File: config.mk
export PLATFORM = sky130hd
export DESIGN_NAME = fba_map
export DESIGN_NICKNAME = d
export VERILOG_FILES = /design/src/design/fba_pkg.sv /design/src/design/fba_map.sv
export SDC_FILE = /design/constraint.sdc
export NUM_CORES = 2
export LEC_CHECK = 0
export BUFFER_PORTS_ARGS = -buffer_cell sky130_fd_sc_hd__buf_2
export CORE_ASPECT_RATIO = 0.5
export CORE_MARGIN = 3
export CORE_UTILIZATION = 46
export CTS_BUF_LIST = sky130_fd_sc_hd__clkbuf_4
export CTS_CLUSTER_DIAMETER = 100
export DETAILED_ROUTE_END_ITERATION = 7
export GPL_TIMING_DRIVEN = 0
export HOLD_SLACK_MARGIN = 0.12
export PLACE_DENSITY_LB_ADDON = 0.25
export SLEW_MARGIN = 30
export SYNTH_ARGS = -nofsm -noshare
export SYNTH_HDL_FRONTEND = slang
export SYNTH_SLANG_ARGS = --single-unit
export TNS_END_PERCENT = 5
File: constraint.sdc
create_clock -name clk_i -period 4.4 [get_ports clk_i]
set_input_delay 1.32 -clock clk_i [delete_from_list [all_inputs] [get_ports clk_i]]
set_output_delay 1.32 -clock clk_i [all_outputs]
set_load 0.02 [all_outputs]
File: src/design/fba_pkg.sv
`timescale 1ns / 1ps

package fba_pkg;

  localparam int unsigned NUM_FRAMES = 4096;
  localparam int unsigned WORD_BITS  = 32;
  localparam int unsigned WB_LOG     = $clog2(WORD_BITS);
  localparam int unsigned MAP_WORDS  = NUM_FRAMES / WORD_BITS;
  localparam int unsigned AW         = $clog2(MAP_WORDS);
  localparam int unsigned FW         = $clog2(NUM_FRAMES) + 1;
  localparam int unsigned IW         = FW - 1;
  localparam int unsigned PW         = WB_LOG + 1;

  typedef logic [WORD_BITS-1:0] word_t;

  localparam logic [2:0] FN_INIT    = 3'd0;
  localparam logic [2:0] FN_ALLOC   = 3'd1;
  localparam logic [2:0] FN_FREE    = 3'd2;
  localparam logic [2:0] FN_ALLOC_R = 3'd3;
  localparam logic [2:0] FN_FREE_R  = 3'd4;
  localparam logic [2:0] FN_RESERVE = 3'd5;
  localparam logic [2:0] FN_QUERY   = 3'd6;

  typedef struct packed {
    logic          hit;
    logic [FW-1:0] start;
    logic [FW-1:0] run_nx;
    logic [FW-1:0] start_nx;
  } fit_res_t;

  typedef struct packed {
    word_t         wdata;
    logic [PW-1:0] n;
  } rng_res_t;

  typedef struct packed {
    logic              found;
    logic [WB_LOG-1:0] bitpos;
  } low_res_t;

  // bit b set when frame base+b lies in [lo, hi)
  function automatic word_t range_mask(logic [FW-1:0] base, logic [FW:0] lo, logic [FW:0] hi);
    word_t     m;
    logic [FW:0] f;
    for (int b = 0; b < WORD_BITS; b++) begin
      f    = {1'b0, base} + (FW+1)'(b);
      m[b] = (f >= lo) && (f < hi);
    end
    return m;
  endfunction

  // index of lowest set bit, WORD_BITS when none
  function automatic logic [PW-1:0] lsb_index(word_t x);
    logic [PW-1:0] r;
    r = PW'(WORD_BITS);
    for (int b = WORD_BITS - 1; b >= 0; b--) begin
      if (x[b]) r = PW'(b);
    end
    return r;
  endfunction

  function automatic word_t bit_rev(word_t x);
    word_t r;
    for (int b = 0; b < WORD_BITS; b++) r[b] = x[WORD_BITS-1-b];
    return r;
  endfunction

  function automatic logic [PW-1:0] popcount(word_t x);
    logic [PW-1:0] s;
    s = '0;
    for (int b = 0; b < WORD_BITS; b++) s = s + PW'(x[b]);
    return s;
  endfunction

  // bit p set when clr[p +: c] are all ones inside the word
  function automatic word_t window(word_t clr, logic [WB_LOG-1:0] c);
    logic [WORD_BITS:0] acc;
    word_t              p;
    acc = '1;
    p   = clr;
    for (int k = 0; k < WB_LOG; k++) begin
      if (c[k]) acc = {1'b0, p} & (acc >> (1 << k));
      p = p & (p >> (1 << k));
    end
    return acc[WORD_BITS-1:0];
  endfunction

endpackage

File: src/design/fba_map.sv
`timescale 1ns / 1ps

module fba_map (
  input  logic                   clk_i,
  input  logic                   rd_en_i,
  input  logic [fba_pkg::AW-1:0] rd_addr_i,
  output fba_pkg::word_t         rd_data_o,
  input  logic                   wr_en_i,
  input  logic [fba_pkg::AW-1:0] wr_addr_i,
  input  fba_pkg::word_t         wr_data_i
);

  fba_pkg::word_t mem [fba_pkg::MAP_WORDS];
  fba_pkg::word_t rd_data_q;

  always_ff @(posedge clk_i) begin
    if (wr_en_i) mem[wr_addr_i] <= wr_data_i;
  end

  always_ff @(posedge clk_i) begin
    if (rd_en_i) rd_data_q <= mem[rd_addr_i];
  end

  assign rd_data_o = rd_data_q;

endmodule

==> results by group <==
Run status
  – Outcome: completed

Global routing
  – Global-route wire length before repair: ~590000 um
  – Vias in the first global route: between 70k and 80k
  – Remaining Overflow, GRT: 0
  – Antenna violations before repair: 85
  – Largest net degree at the start of global routing: just over 100
  – GRT Total Usage: 24.3%

Pwr
  – Clock power frac: between 30 and 40%
  – Flop pwr share: roughly 56%
  – Peak supply drop: 0.000216 V
  – Leakage: roughly 57 nW
  – Combinational power share: 6.1%
  – Internal: approximately 60 mW
  – Sw Ratio: 22.8%
  – Sw Pwr: 17.5 mW
  – Power per Cell Area: ~420 mW/mm2

Job
  – Max-cap violations: 0

Worst setup path
  – Worst EP arrival: roughly 5500 ps
  – Critical path endpoint: rd_data_o[15]
  – Critical path class: in -> reg
  – R2R depth: 4
  – Critical path startpoint: rd_addr_i[2]
  – Worst r2r src: mem[53][16]
  – CP Max Fanout: 10
  – Setup crit end kind: register
  – Critical Path RT: 5550 ps
  – End of the worst register-to-register path: rd_data_o[16]
  – FF-to-FF setup slack: around 1600 ps
  – Type of origin of the critical path: input port

Clock network
  – CTS Buf Count: 905
  – Post-CTS sizing: 0
  – Clock tree buffer depth: 4
  – Clk root buf: clkbuf_4
  – # H-tree levels: 6
  – Worst-Skew Late Latency: around 1500 ps
  – Clock Sinks: roughly 4.1k
  – CTS tree: built
  – Clock-pin transition on the worst setup and hold timing paths: 70 ps

Floorplanning
  – Die Wd: ~830 um
  – FP Rows: 150
  – Die Y: approximately 420 um
  – IO Count: 81
  – Initial Util: 46.5%
  – DIE AREA: 0.348 mm2
  – Core footprint: between 0.3 and 0.4 mm2

Yosys
  – Net count after synthesis: 6039
  – Synth Cell Area: ~0.16 mm2
  – Synth Register Bits: between 4k and 5k
  – Post-synthesis sequential area ratio: around four fifths
  – Synth warn: 0
  – Mean Syn Cell Area: 26.1 um2
  – Mapped Cells: 5990
  – Synth cell types: 16

Finish
  – Nets: between 7k and 8k
  – Non-Filler Instances: around 12k
  – Fin area: between 0.15 and 0.2 mm2
  – Register Area: about 0.12 mm2
  – Share of cells above drive strength 1: between 40% and 50%
  – # fillers: about 25k
  – Area occupied by multi-input gates: approximately 0.032 mm2
  – Area grow syn2layout: 16.0%
  – Most frequent cells in the layout: edfxtp_1, clkbuf_4, mux4_2
  – Commonest non-fill, non-tap cell in the layout: edfxtp_1

STA
  – Max Clock Freq: 230 MHz
  – RSZ-0062 raised after global routing: false
  – Final worst-path cycle share: 98.8%
  – Setup Viol. Count Final: 0
  – Tightest Pin Transition: roughly 1100 ps
  – Post-route minimum period: around 4300 ps
  – Slew Limit Fails: 0
  – Post-route clock skew: 100 ps
  – Slew margin rel.: around a quarter
  – Final hold vios: 0

Min path
  – Min-delay worst type: in -> reg

Route
  – WL final: between 400000 and 500000 um
  – Drt drc: 0
  – 1st-iter DRT viols: roughly 10k
  – DRT antenna net count: 0
  – Via Count: roughly 76k
  – Vias per Instance: ~6.1
  – Wire length per cell: around 34 um
  – Initial DRT Pass Iterations: 6

Placement
  – Dpl hpwl: around 300000 um
  – Area after DPL: around 0.17 mm2
  – Cells after DPL: 10.8k
  – PortBufs: roughly 70
  – GPL Wtd Cong: ~0.92
synthesized netlist by cell type:
| cell type | count | share of area, % |
|---|---|---|
| nand2_1 | 14 | 0.034 |
| or3_1 | 1 | 0.0040 |
| edfxtp_1 | 4128 | 79 |
| buf_4 | 3 | 0.014 |
| buf_2 | 79 | 0.25 |
| mux4_2 | 1344 | 19 |
| nor2b_1 | 7 | 0.028 |
| nand2b_1 | 2 | 0.0080 |
| nand4_1 | 3 | 0.012 |
| buf_1 | 50 | 0.12 |
| clkbuf_1 | 182 | 0.44 |
| mux2_2 | 32 | 0.23 |
| nand3_1 | 12 | 0.038 |
| nor2_1 | 122 | 0.29 |
| buf_6 | 2 | 0.014 |
| nor3_1 | 9 | 0.029 |
kinds of logic (layout without fill, tap and decap cells):
group | count (synthesis) | after routing | synth area share (%)
flops | 4128 | 4128 | 79.2
mux | 1376 | 1376 | 19.6
buf+inv | 316 | 2244 | 0.837
simple gates | 170 | 170 | 0.445
other cells | 0 | 54 | 0
area by class of cell:
class / instances / share of cell area (%)
well taps: 4484 / 3.09
clock buffers: 1376 / 5.69
multi-input cells: 1546 / 17.8
diodes: 54 / 0.0744
flip-flops and latches: 4128 / 68.3
clock inverters: 208 / 0.513
plain buffers: 316 / 0.781
repair buffers: 344 / 3.83
through the flow:
stage / setup slack, ps / util (%) / hold WS, ps / total power [mW] / TNS, ps
5_1_grt: 156 / 53.9 / 188 / 79.9 / 0
6_report: 52.8 / 54.0 / 268 / 77.1 / 0
3_3_place_gp: -3960 / 48.3 / 1250 / 48.7 / -7616190
4_1_cts: 161 / 53.9 / 121 / 77.5 / 0
3_5_place_dp: -1410 / 50.5 / 1250 / 49.0 / -440240
2_1_floorplan: -159 / - / 1150 / 46.5 / -33600
worst min path at each step:
stage | cells past startpoint | slack, ps | endpoint | startpoint
floorplan | 4 | 1150 | rd_data_o[0] | mem[36][0]
global placement | 4 | 1250 | rd_data_o[30] | mem[74][30]
CTS | 1 | 120 | mem[17][2] | wr_data_i[2]
detailed placement | 4 | 1250 | rd_data_o[31] | mem[126][31]
finish | 1 | 270 | mem[16][13] | wr_data_i[13]
global route | 1 | 190 | mem[20][2] | wr_data_i[2]
flip-flops by register name, indices dropped and copies added, names as in the netlist:
| signal | cells |
|---|---|
| mem | 4096 |
| rd_data_o | 32 |
what timing repair did:
| item | CTS | global route |
|---|---|---|
| setup buffers | 0 | 0 |
| hold buffers | 6 | 0 |
| hold endpoints to repair | 101 | 0 |
critical path, stage by stage:
cell and delay [ps]:
clkbuf_1 220, buf_2 490, clkbuf_2 410, buf_12 220, clkbuf_1 670, mux4_2 410
mux4_2 610, mux4_2 690, mux2_2 350
power by group through the flow:
stage / logic, mW / clock network (mW) / registers [mW]
5_1_grt: 4.88 / 31.6 / 43.5
6_report: 4.73 / 28.9 / 43.5
3_3_place_gp: 4.27 / 0 / 44.4
3_5_place_dp: 4.64 / 0 / 44.4
4_1_cts: 4.66 / 29.4 / 43.5
2_1_floorplan: 2.10 / 0 / 44.4
metal layers:
| layer | GRT usage [%] | up-vias | share of wire (%) |
|---|---|---|---|
| met5 | 0 | - | 0.11 |
| met4 | 6.97 | 34 | 2.6 |
| met3 | 9.94 | 604 | 14 |
| met2 | 35.3 | 4887 | 45 |
| met1 | 34.1 | 40491 | 38 |
| li1 | - | 29675 | - |
Power figures use the tool's default switching activity.
