**src/design/fba_pkg.sv**
```systemverilog
`timescale 1ns / 1ps

package fba_pkg;

  localparam int unsigned NUM_FRAMES = 4096;
  localparam int unsigned WORD_BITS  = 32;
  localparam int unsigned WB_LOG     = $clog2(WORD_BITS);
  localparam int unsigned MAP_WORDS  = NUM_FRAMES / WORD_BITS;
  localparam int unsigned AW         = $clog2(MAP_WORDS);
  localparam int unsigned FW         = $clog2(NUM_FRAMES) + 1;
  localparam int unsigned IW         = FW - 1;
  localparam int unsigned PW         = WB_LOG + 1;

  typedef logic [WORD_BITS-1:0] word_t;

  localparam logic [2:0] FN_INIT    = 3'd0;
  localparam logic [2:0] FN_ALLOC   = 3'd1;
  localparam logic [2:0] FN_FREE    = 3'd2;
  localparam logic [2:0] FN_ALLOC_R = 3'd3;
  localparam logic [2:0] FN_FREE_R  = 3'd4;
  localparam logic [2:0] FN_RESERVE = 3'd5;
  localparam logic [2:0] FN_QUERY   = 3'd6;

  typedef struct packed {
    logic          hit;
    logic [FW-1:0] start;
    logic [FW-1:0] run_nx;
    logic [FW-1:0] start_nx;
  } fit_res_t;

  typedef struct packed {
    word_t         wdata;
    logic [PW-1:0] n;
  } rng_res_t;

  typedef struct packed {
    logic              found;
    logic [WB_LOG-1:0] bitpos;
  } low_res_t;

  // bit b set when frame base+b lies in [lo, hi)
  function automatic word_t range_mask(logic [FW-1:0] base, logic [FW:0] lo, logic [FW:0] hi);
    word_t     m;
    logic [FW:0] f;
    for (int b = 0; b < WORD_BITS; b++) begin
      f    = {1'b0, base} + (FW+1)'(b);
      m[b] = (f >= lo) && (f < hi);
    end
    return m;
  endfunction

  // index of lowest set bit, WORD_BITS when none
  function automatic logic [PW-1:0] lsb_index(word_t x);
    logic [PW-1:0] r;
    r = PW'(WORD_BITS);
    for (int b = WORD_BITS - 1; b >= 0; b--) begin
      if (x[b]) r = PW'(b);
    end
    return r;
  endfunction

  function automatic word_t bit_rev(word_t x);
    word_t r;
    for (int b = 0; b < WORD_BITS; b++) r[b] = x[WORD_BITS-1-b];
    return r;
  endfunction

  function automatic logic [PW-1:0] popcount(word_t x);
    logic [PW-1:0] s;
    s = '0;
    for (int b = 0; b < WORD_BITS; b++) s = s + PW'(x[b]);
    return s;
  endfunction

  // bit p set when clr[p +: c] are all ones inside the word
  function automatic word_t window(word_t clr, logic [WB_LOG-1:0] c);
    logic [WORD_BITS:0] acc;
    word_t              p;
    acc = '1;
    p   = clr;
    for (int k = 0; k < WB_LOG; k++) begin
      if (c[k]) acc = {1'b0, p} & (acc >> (1 << k));
      p = p & (p >> (1 << k));
    end
    return acc[WORD_BITS-1:0];
  endfunction

endpackage

```
**src/design/fba_word_eval.sv**
```systemverilog
`timescale 1ns / 1ps

module fba_word_eval (
  input  fba_pkg::word_t         word_i,
  input  logic [fba_pkg::AW-1:0] dw_i,
  input  logic [fba_pkg::FW-1:0] lim_i,
  input  logic [fba_pkg::FW-1:0] cnt_i,
  input  logic [fba_pkg::FW:0]   lo_i,
  input  logic [fba_pkg::FW:0]   hi_i,
  input  logic                   set_i,
  input  logic [fba_pkg::FW-1:0] run_i,
  input  logic [fba_pkg::FW-1:0] start_i,
  output fba_pkg::fit_res_t      fit_o,
  output fba_pkg::rng_res_t      rng_o,
  output fba_pkg::low_res_t      low_o
);

  logic [fba_pkg::FW-1:0] base;
  fba_pkg::word_t         clr;
  fba_pkg::word_t         win;
  fba_pkg::word_t         mask;
  logic [fba_pkg::PW-1:0] tz;
  logic [fba_pkg::PW-1:0] lz;
  logic [fba_pkg::PW-1:0] p;
  logic [fba_pkg::PW-1:0] zpos;
  logic                   carry;

  assign base = fba_pkg::FW'({dw_i, {fba_pkg::WB_LOG{1'b0}}});

  // frame 0 and frames at or above the limit count as taken
  assign clr   = ~word_i & fba_pkg::range_mask(base, (fba_pkg::FW+1)'(1), {1'b0, lim_i});
  assign tz    = fba_pkg::lsb_index(~clr);
  assign lz    = fba_pkg::lsb_index(fba_pkg::bit_rev(~clr));
  assign carry = ({1'b0, run_i} + (fba_pkg::FW+1)'(tz)) >= {1'b0, cnt_i};
  assign win   = (cnt_i < fba_pkg::FW'(fba_pkg::WORD_BITS)) ?
                 fba_pkg::window(clr, cnt_i[fba_pkg::WB_LOG-1:0]) : '0;
  assign p     = fba_pkg::lsb_index(win);

  always_comb begin
    fit_o.hit      = carry || (|win);
    fit_o.start    = carry ? start_i : base + fba_pkg::FW'(p);
    fit_o.run_nx   = (&clr) ? run_i + fba_pkg::FW'(fba_pkg::WORD_BITS) : fba_pkg::FW'(lz);
    fit_o.start_nx = (&clr) ? start_i :
                     base + fba_pkg::FW'(fba_pkg::WORD_BITS) - fba_pkg::FW'(lz);
  end

  assign mask        = fba_pkg::range_mask(base, lo_i, hi_i);
  assign rng_o.wdata = set_i ? (word_i | mask) : (word_i & ~mask);
  assign rng_o.n     = fba_pkg::popcount(set_i ? (mask & ~word_i) : (mask & word_i));

  assign zpos         = fba_pkg::lsb_index(~word_i);
  assign low_o.found  = ~&word_i;
  assign low_o.bitpos = zpos[fba_pkg::WB_LOG-1:0];

endmodule

```
**config.mk**
```make
export PLATFORM = sky130hd
export DESIGN_NAME = fba_word_eval
export DESIGN_NICKNAME = d
export VERILOG_FILES = /design/src/design/fba_pkg.sv /design/src/design/fba_word_eval.sv
export SDC_FILE = /design/constraint.sdc
export NUM_CORES = 1
export LEC_CHECK = 0
export BUFFER_PORTS_ARGS = -buffer_cell sky130_fd_sc_hd__buf_4
export CORE_MARGIN = 2
export CORE_UTILIZATION = 63
export DETAILED_ROUTE_END_ITERATION = 16
export GPL_ROUTABILITY_DRIVEN = 1
export PLACE_DENSITY = 0.95
export REMOVE_ABC_BUFFERS = 1
export SYNTH_ARGS = -nofsm -noshare
export SYNTH_HDL_FRONTEND = slang
export SYNTH_SLANG_ARGS = --single-unit
```
**constraint.sdc**
```tcl
create_clock -name vclk -period 22.3
set_input_delay 2.23 -clock vclk [all_inputs]
set_output_delay 2.23 -clock vclk [all_outputs]
set_load 0.02 [all_outputs]
```
==> impl_metrics.json, run 1 <==
{
  "nClkBuffers": 0,
  "grt.total_usage_pct": 46.86,
  "final-seq-area_um2": 0,
  "drv_slew": 0,
  "grt_pass1_vias": 11853,
  "synth_top_area_share_pct": 9.376,
  "fin_area_um2": 10980,
  "setup_viol": 0,
  "synth_top_family_by_area": "compound AO/OA/AOI/OAI gates",
  "cts_hold_buffers": 0,
  "crit_path_max_fanout": 26,
  "synthXorXnorAreaFrac_pct": 5.834,
  "final_nets": 1795,
  "synth-compound-area-share_pct": 37.52,
  "grt_max_degree": 65,
  "initialDrtViolationCount": 2498,
  "power_density_nw_per_um2": 24.38,
  "wl_per_cell_um": 22.57,
  "grt_setup_unrepaired": "no",
  "synth_most_common_cell": "nand2_1",
  "crit_path_end": "fit_o[32]",
  "post_cts_buffers": 0,
  "synthMuxAreaShare_pct": 3.516,
  "synth_largest_area_cell": "ha_1",
  "end_kind": "primary output",
  "worstPathRequired_ns": 20.07,
  "worst_pin_slew_ns": 1.048,
  "place.port_buffers": 204,
  "io_pins": 204,
  "seq_cells": 0,
  "synthAdderAreaFrac_pct": 14.59,
  "grt.overflow.total": 0,
  "start_kind": "primary input",
  "via_per_inst": 7.287,
  "setup_tns_ns": 0,
  "die_area_um2": 16260,
  "slew_headroom_pct": 29.56,
  "fp.dieH_um": 127.5,
  "yosys-top-cells-count": "nand2_1 (153), nor2_1 (145), a21oi_1 (105), inv_1 (101), o21ai_0 (80)",
  "hp-class": "in -> out",
  "leakage_nw": 4.736,
  "diodes": 0,
  "hold-path-cell-count": 4,
  "min_period_ns": 11.81,
  "syn-cell-area_um2": 9608,
  "synthSimpleGateAreaFrac_pct": 29.95,
  "area_delta_synth_final_pct": 14.31,
  "synth-warning-count": 0,
  "die_width_um": 127.5,
  "gp_congestion": 1.114,
  "rows": 45,
  "dpl_cell_area_um2": 10980,
  "fin_total_pwr_mw": 0.2677,
  "seq_area_frac_synth_pct": 0,
  "fin_crit_sh_pct": 52.97,
  "n_fill_cell": 1245,
  "yosysUniqueCellTypes": 109,
  "ctsResizeCount": 0,
  "drtAntennaViolNets": 0,
  "grt_pass1_wl_um": 61940,
  "wl_um": 39820,
  "start_util_pct": 63.91,
  "synth_cells": 1459,
  "worstPathArrival_ns": 9.58,
  "hold_violations": 0,
  "vdd_drop_max_mv": 0.02549,
  "core-area_um2": 15030,
  "final_util_pct": 73.06,
  "setup.worst_path.start": "dw_i[6]",
  "drive_above_1_share_pct": 19.54,
  "fmax_mhz": 84.66,
  "avgSynthCellArea_um2": 6.585,
  "route.detailed.drc": 0,
  "num_vias": 12854,
  "multi_input_comb_area_um2": 8788,
  "antenna_found_initial": 0,
  "dr.pass1.iters": 7,
  "netlist_top_cells_area": "ha_1 (9.4%), nand2_1 (6.0%), nor2_1 (5.7%)",
  "outcome": "completed",
  "cap_violations": 0,
  "crit_type": "in -> out",
  "hpwlAfterDp_um": 31810
}
## cell type report
type | instances | share of cell area, %
inverter | 102 | 3.486
multi-input combinational | 1264 | 80.02
tap | 188 | 2.142
timing repair buffer | 210 | 14.35
## routing by layer
layer / global-route usage, % / vias up / routed length, um
met5: 0 / - / 0
met4: 28.89 / 0 / 3312
met3: 6.616 / 281 / 4442
met2: 79.30 / 1082 / 17980
met1: 56.02 / 5783 / 14080
li1: - / 5708 / -
## critical path: stages
cell and delay (ns):
buf_4 0.14, ha_1 0.34, and4b_4 0.48, and2_1 0.54, o21a_1 0.86, nor2_1 0.19
nand2_1 0.11, a211oi_1 0.06, o311ai_0 0.55, a31oi_1 0.21, a2111oi_0 0.39, ha_1 0.28
inv_1 0.07, fa_1 0.39, inv_1 0.07, a21oi_1 0.06, o21bai_1 0.20, a21o_1 0.16
a21o_1 0.13, and3_1 0.23, nand3_1 0.11, xnor2_1 0.14, ha_1 0.31, nand3_1 0.09
o21ai_0 0.16, a31o_2 0.50, mux2_2 0.39, buf_4 0.15
## where the power goes
group          internal [mW]  total, mW  switching, mW
combinational          0.103      0.268          0.165
clock                      0          0              0
sequential                 0          0              0
total                  0.103      0.268          0.165
## how the worst min path moves through the flow
stage                           from   endpoint
after floorplan             run_i[5]  fit_o[18]
after global placement    start_i[2]   fit_o[2]
after detailed placement  start_i[2]   fit_o[2]
after CTS                 start_i[2]   fit_o[2]
after global routing        run_i[5]  fit_o[18]
final                     start_i[2]   fit_o[2]
## metrics by stage
stage	worst slack, ns	instances	hold slack (ns)
after global routing	10.05	1764	4.795
final	10.49	1764	4.773
after detailed placement	10.68	1764	4.764
after floorplan	11.56	1366	4.540
after global placement	10.85	1764	4.762
after CTS	10.66	1764	4.769
## kinds of logic after synthesis
kind of cell | count (synthesis)
AND/OR/NAND/NOR | 566
AO/OA/AOI/OAI | 507
buffers and inverters | 195
adder cells (fa/ha/maj) | 97
XOR/XNOR | 64
multiplexers | 30
## layout by cell type (no fill, tap or decap), drive strengths merged, types with 20 or more instances in the layout
cell	instances
buf	210
o211ai	20
nor4	23
nor3	45
ha	72
nor2	145
a21o	31
a21oi	107
nand2	154
o22ai	24
inv	101
o21ai	92
a31oi	26
nand4	28
nand3	54
fa	25
a211oi	25
xor2	27
xnor2	37
mux2	27
(Power assumes the default switching activity.)
==> run 2, diff against run 1 <==
--- a/config.mk
+++ b/config.mk
@@ -7,10 +7,10 @@
 export LEC_CHECK = 0
 export BUFFER_PORTS_ARGS = -buffer_cell sky130_fd_sc_hd__buf_4
 export CORE_MARGIN = 2
-export CORE_UTILIZATION = 63
+export CORE_UTILIZATION = 53
 export DETAILED_ROUTE_END_ITERATION = 16
 export GPL_ROUTABILITY_DRIVEN = 1
-export PLACE_DENSITY = 0.95
+export PLACE_DENSITY = 0.89
 export REMOVE_ABC_BUFFERS = 1
 export SYNTH_ARGS = -nofsm -noshare
 export SYNTH_HDL_FRONTEND = slang
==> constraint.sdc (replaced) <==
create_clock -name vclk -period 9.9
set_input_delay 0.99 -clock vclk [all_inputs]
set_output_delay 0.99 -clock vclk [all_outputs]
set_load 0.02 [all_outputs]
==> impl_metrics.json, run 2 (synthesized netlist as in run 1, its figures left out) <==
{
  "gp_congestion": 1.055,
  "start_kind": "primary input",
  "post_cts_buffers": 0,
  "drive_above_1_share_pct": 20.30,
  "fin_area_um2": 11150,
  "area_delta_synth_final_pct": 16.02,
  "path_delay_family": "adder cells",
  "cpPeakStageDelay_ns": 0.55,
  "power_density_nw_per_um2": 54.32,
  "wl_per_cell_um": 23.00,
  "die_area_um2": 19220,
  "leakage_nw": 4.812,
  "fp.dieH_um": 138.6,
  "dp.cells": 1820,
  "crit_path_frequent_cell": "fa_1",
  "antenna_found_initial": 0,
  "dpl_cell_area_um2": 11150,
  "final_cell_mix": "buf_4 (225), nand2_1 (153), nor2_1 (145), a21oi_1 (105), inv_1 (101)",
  "grt_setup_unrepaired": "no",
  "num_vias": 12554,
  "hpwlAfterDp_um": 34280,
  "die_width_um": 138.6,
  "setup_tns_ns": 0,
  "drv_slew": 0,
  "route.detailed.drc": 0,
  "end_kind": "primary output",
  "setup_viol": 0,
  "io_pins": 204,
  "via_per_inst": 6.898,
  "final_nets": 1810,
  "post-place-ws_ns": 0.8773,
  "outcome": "completed",
  "cap_violations": 0,
  "dr.pass1.iters": 6,
  "hold_violations": 0,
  "hp-class": "in -> out",
  "nClkBuffers": 0,
  "wl_um": 41860,
  "final_common_cell": "buf_4",
  "slew_headroom_pct": 21.53,
  "crit_path_max_fanout": 8,
  "place.port_buffers": 204,
  "core-area_um2": 17900,
  "grt_pass1_vias": 11932,
  "diodes": 0,
  "fmax_mhz": 109.3,
  "worst_pin_slew_ns": 1.166,
  "crit_type": "in -> out",
  "ctsResizeCount": 0,
  "final-seq-area_um2": 0,
  "worstPathRequired_ns": 8.91,
  "initialDrtViolationCount": 1323,
  "grt.total_usage_pct": 41.04,
  "vdd_drop_max_mv": 0.1395,
  "fin_ws_ns": 0.7495,
  "fin_cells": 1820,
  "fin_crit_sh_pct": 92.43,
  "cts_hold_buffers": 0,
  "worst-path-buf-inv": 6,
  "grt_pass1_wl_um": 64760,
  "slowest_stage": "fa_1",
  "rows": 49,
  "seq_cells": 0,
  "grt.overflow.total": 0,
  "drtAntennaViolNets": 0,
  "min_period_ns": 9.150,
  "final_util_pct": 62.27,
  "start_util_pct": 53.67,
  "grt_max_degree": 65,
  "worstPathArrival_ns": 8.16
}
run 2: report_power, final:
part | switching [mW] | leakage, nW | total (mW) | internal (mW)
Combinational | 0.372 | 4.81 | 0.606 | 0.233
Clock | 0 | 0 | 0 | 0
Sequential | 0 | 0 | 0 | 0
Total | 0.372 | 4.81 | 0.606 | 0.233
run 2: layer usage:
layer	share of wire, %	wire [um]	track usage [%]
met5	0	0	0
met4	7.5	3152	24.51
met3	8.3	3473	3.936
met2	46	19400	70.40
met1	38	15840	49.94
run 2: final timing paths:
| path | endpoint | depth (start not counted) | slack (ns) | from |
|---|---|---|---|---|
| setup / recovery | rng_o[4] | 29 | 0.75 | dw_i[2] |
| hold / removal | fit_o[18] | 3 | 2.28 | run_i[5] |
run 2: final cells by class:
class	instances	area, um2
timing repair buffer	225	1689
multi-input combinational	1264	8788
fill	1698	6755
inverter	102	382.9
tap	229	286.5
run 2: metrics by stage:
stage	power [mW]	hold WS [ns]
3_3_place_gp	0.5827	2.277
2_1_floorplan	0.3525	2.060
6_report	0.6055	2.279
4_1_cts	0.5936	2.280
5_1_grt	0.6525	2.291
3_5_place_dp	0.5908	2.275
run 2: tightest hold or removal path, delay by kind of cell:
kind                   cells  cell delay [ns]
buffers and inverters      2             0.26
AND/OR/NAND/NOR            1             0.04
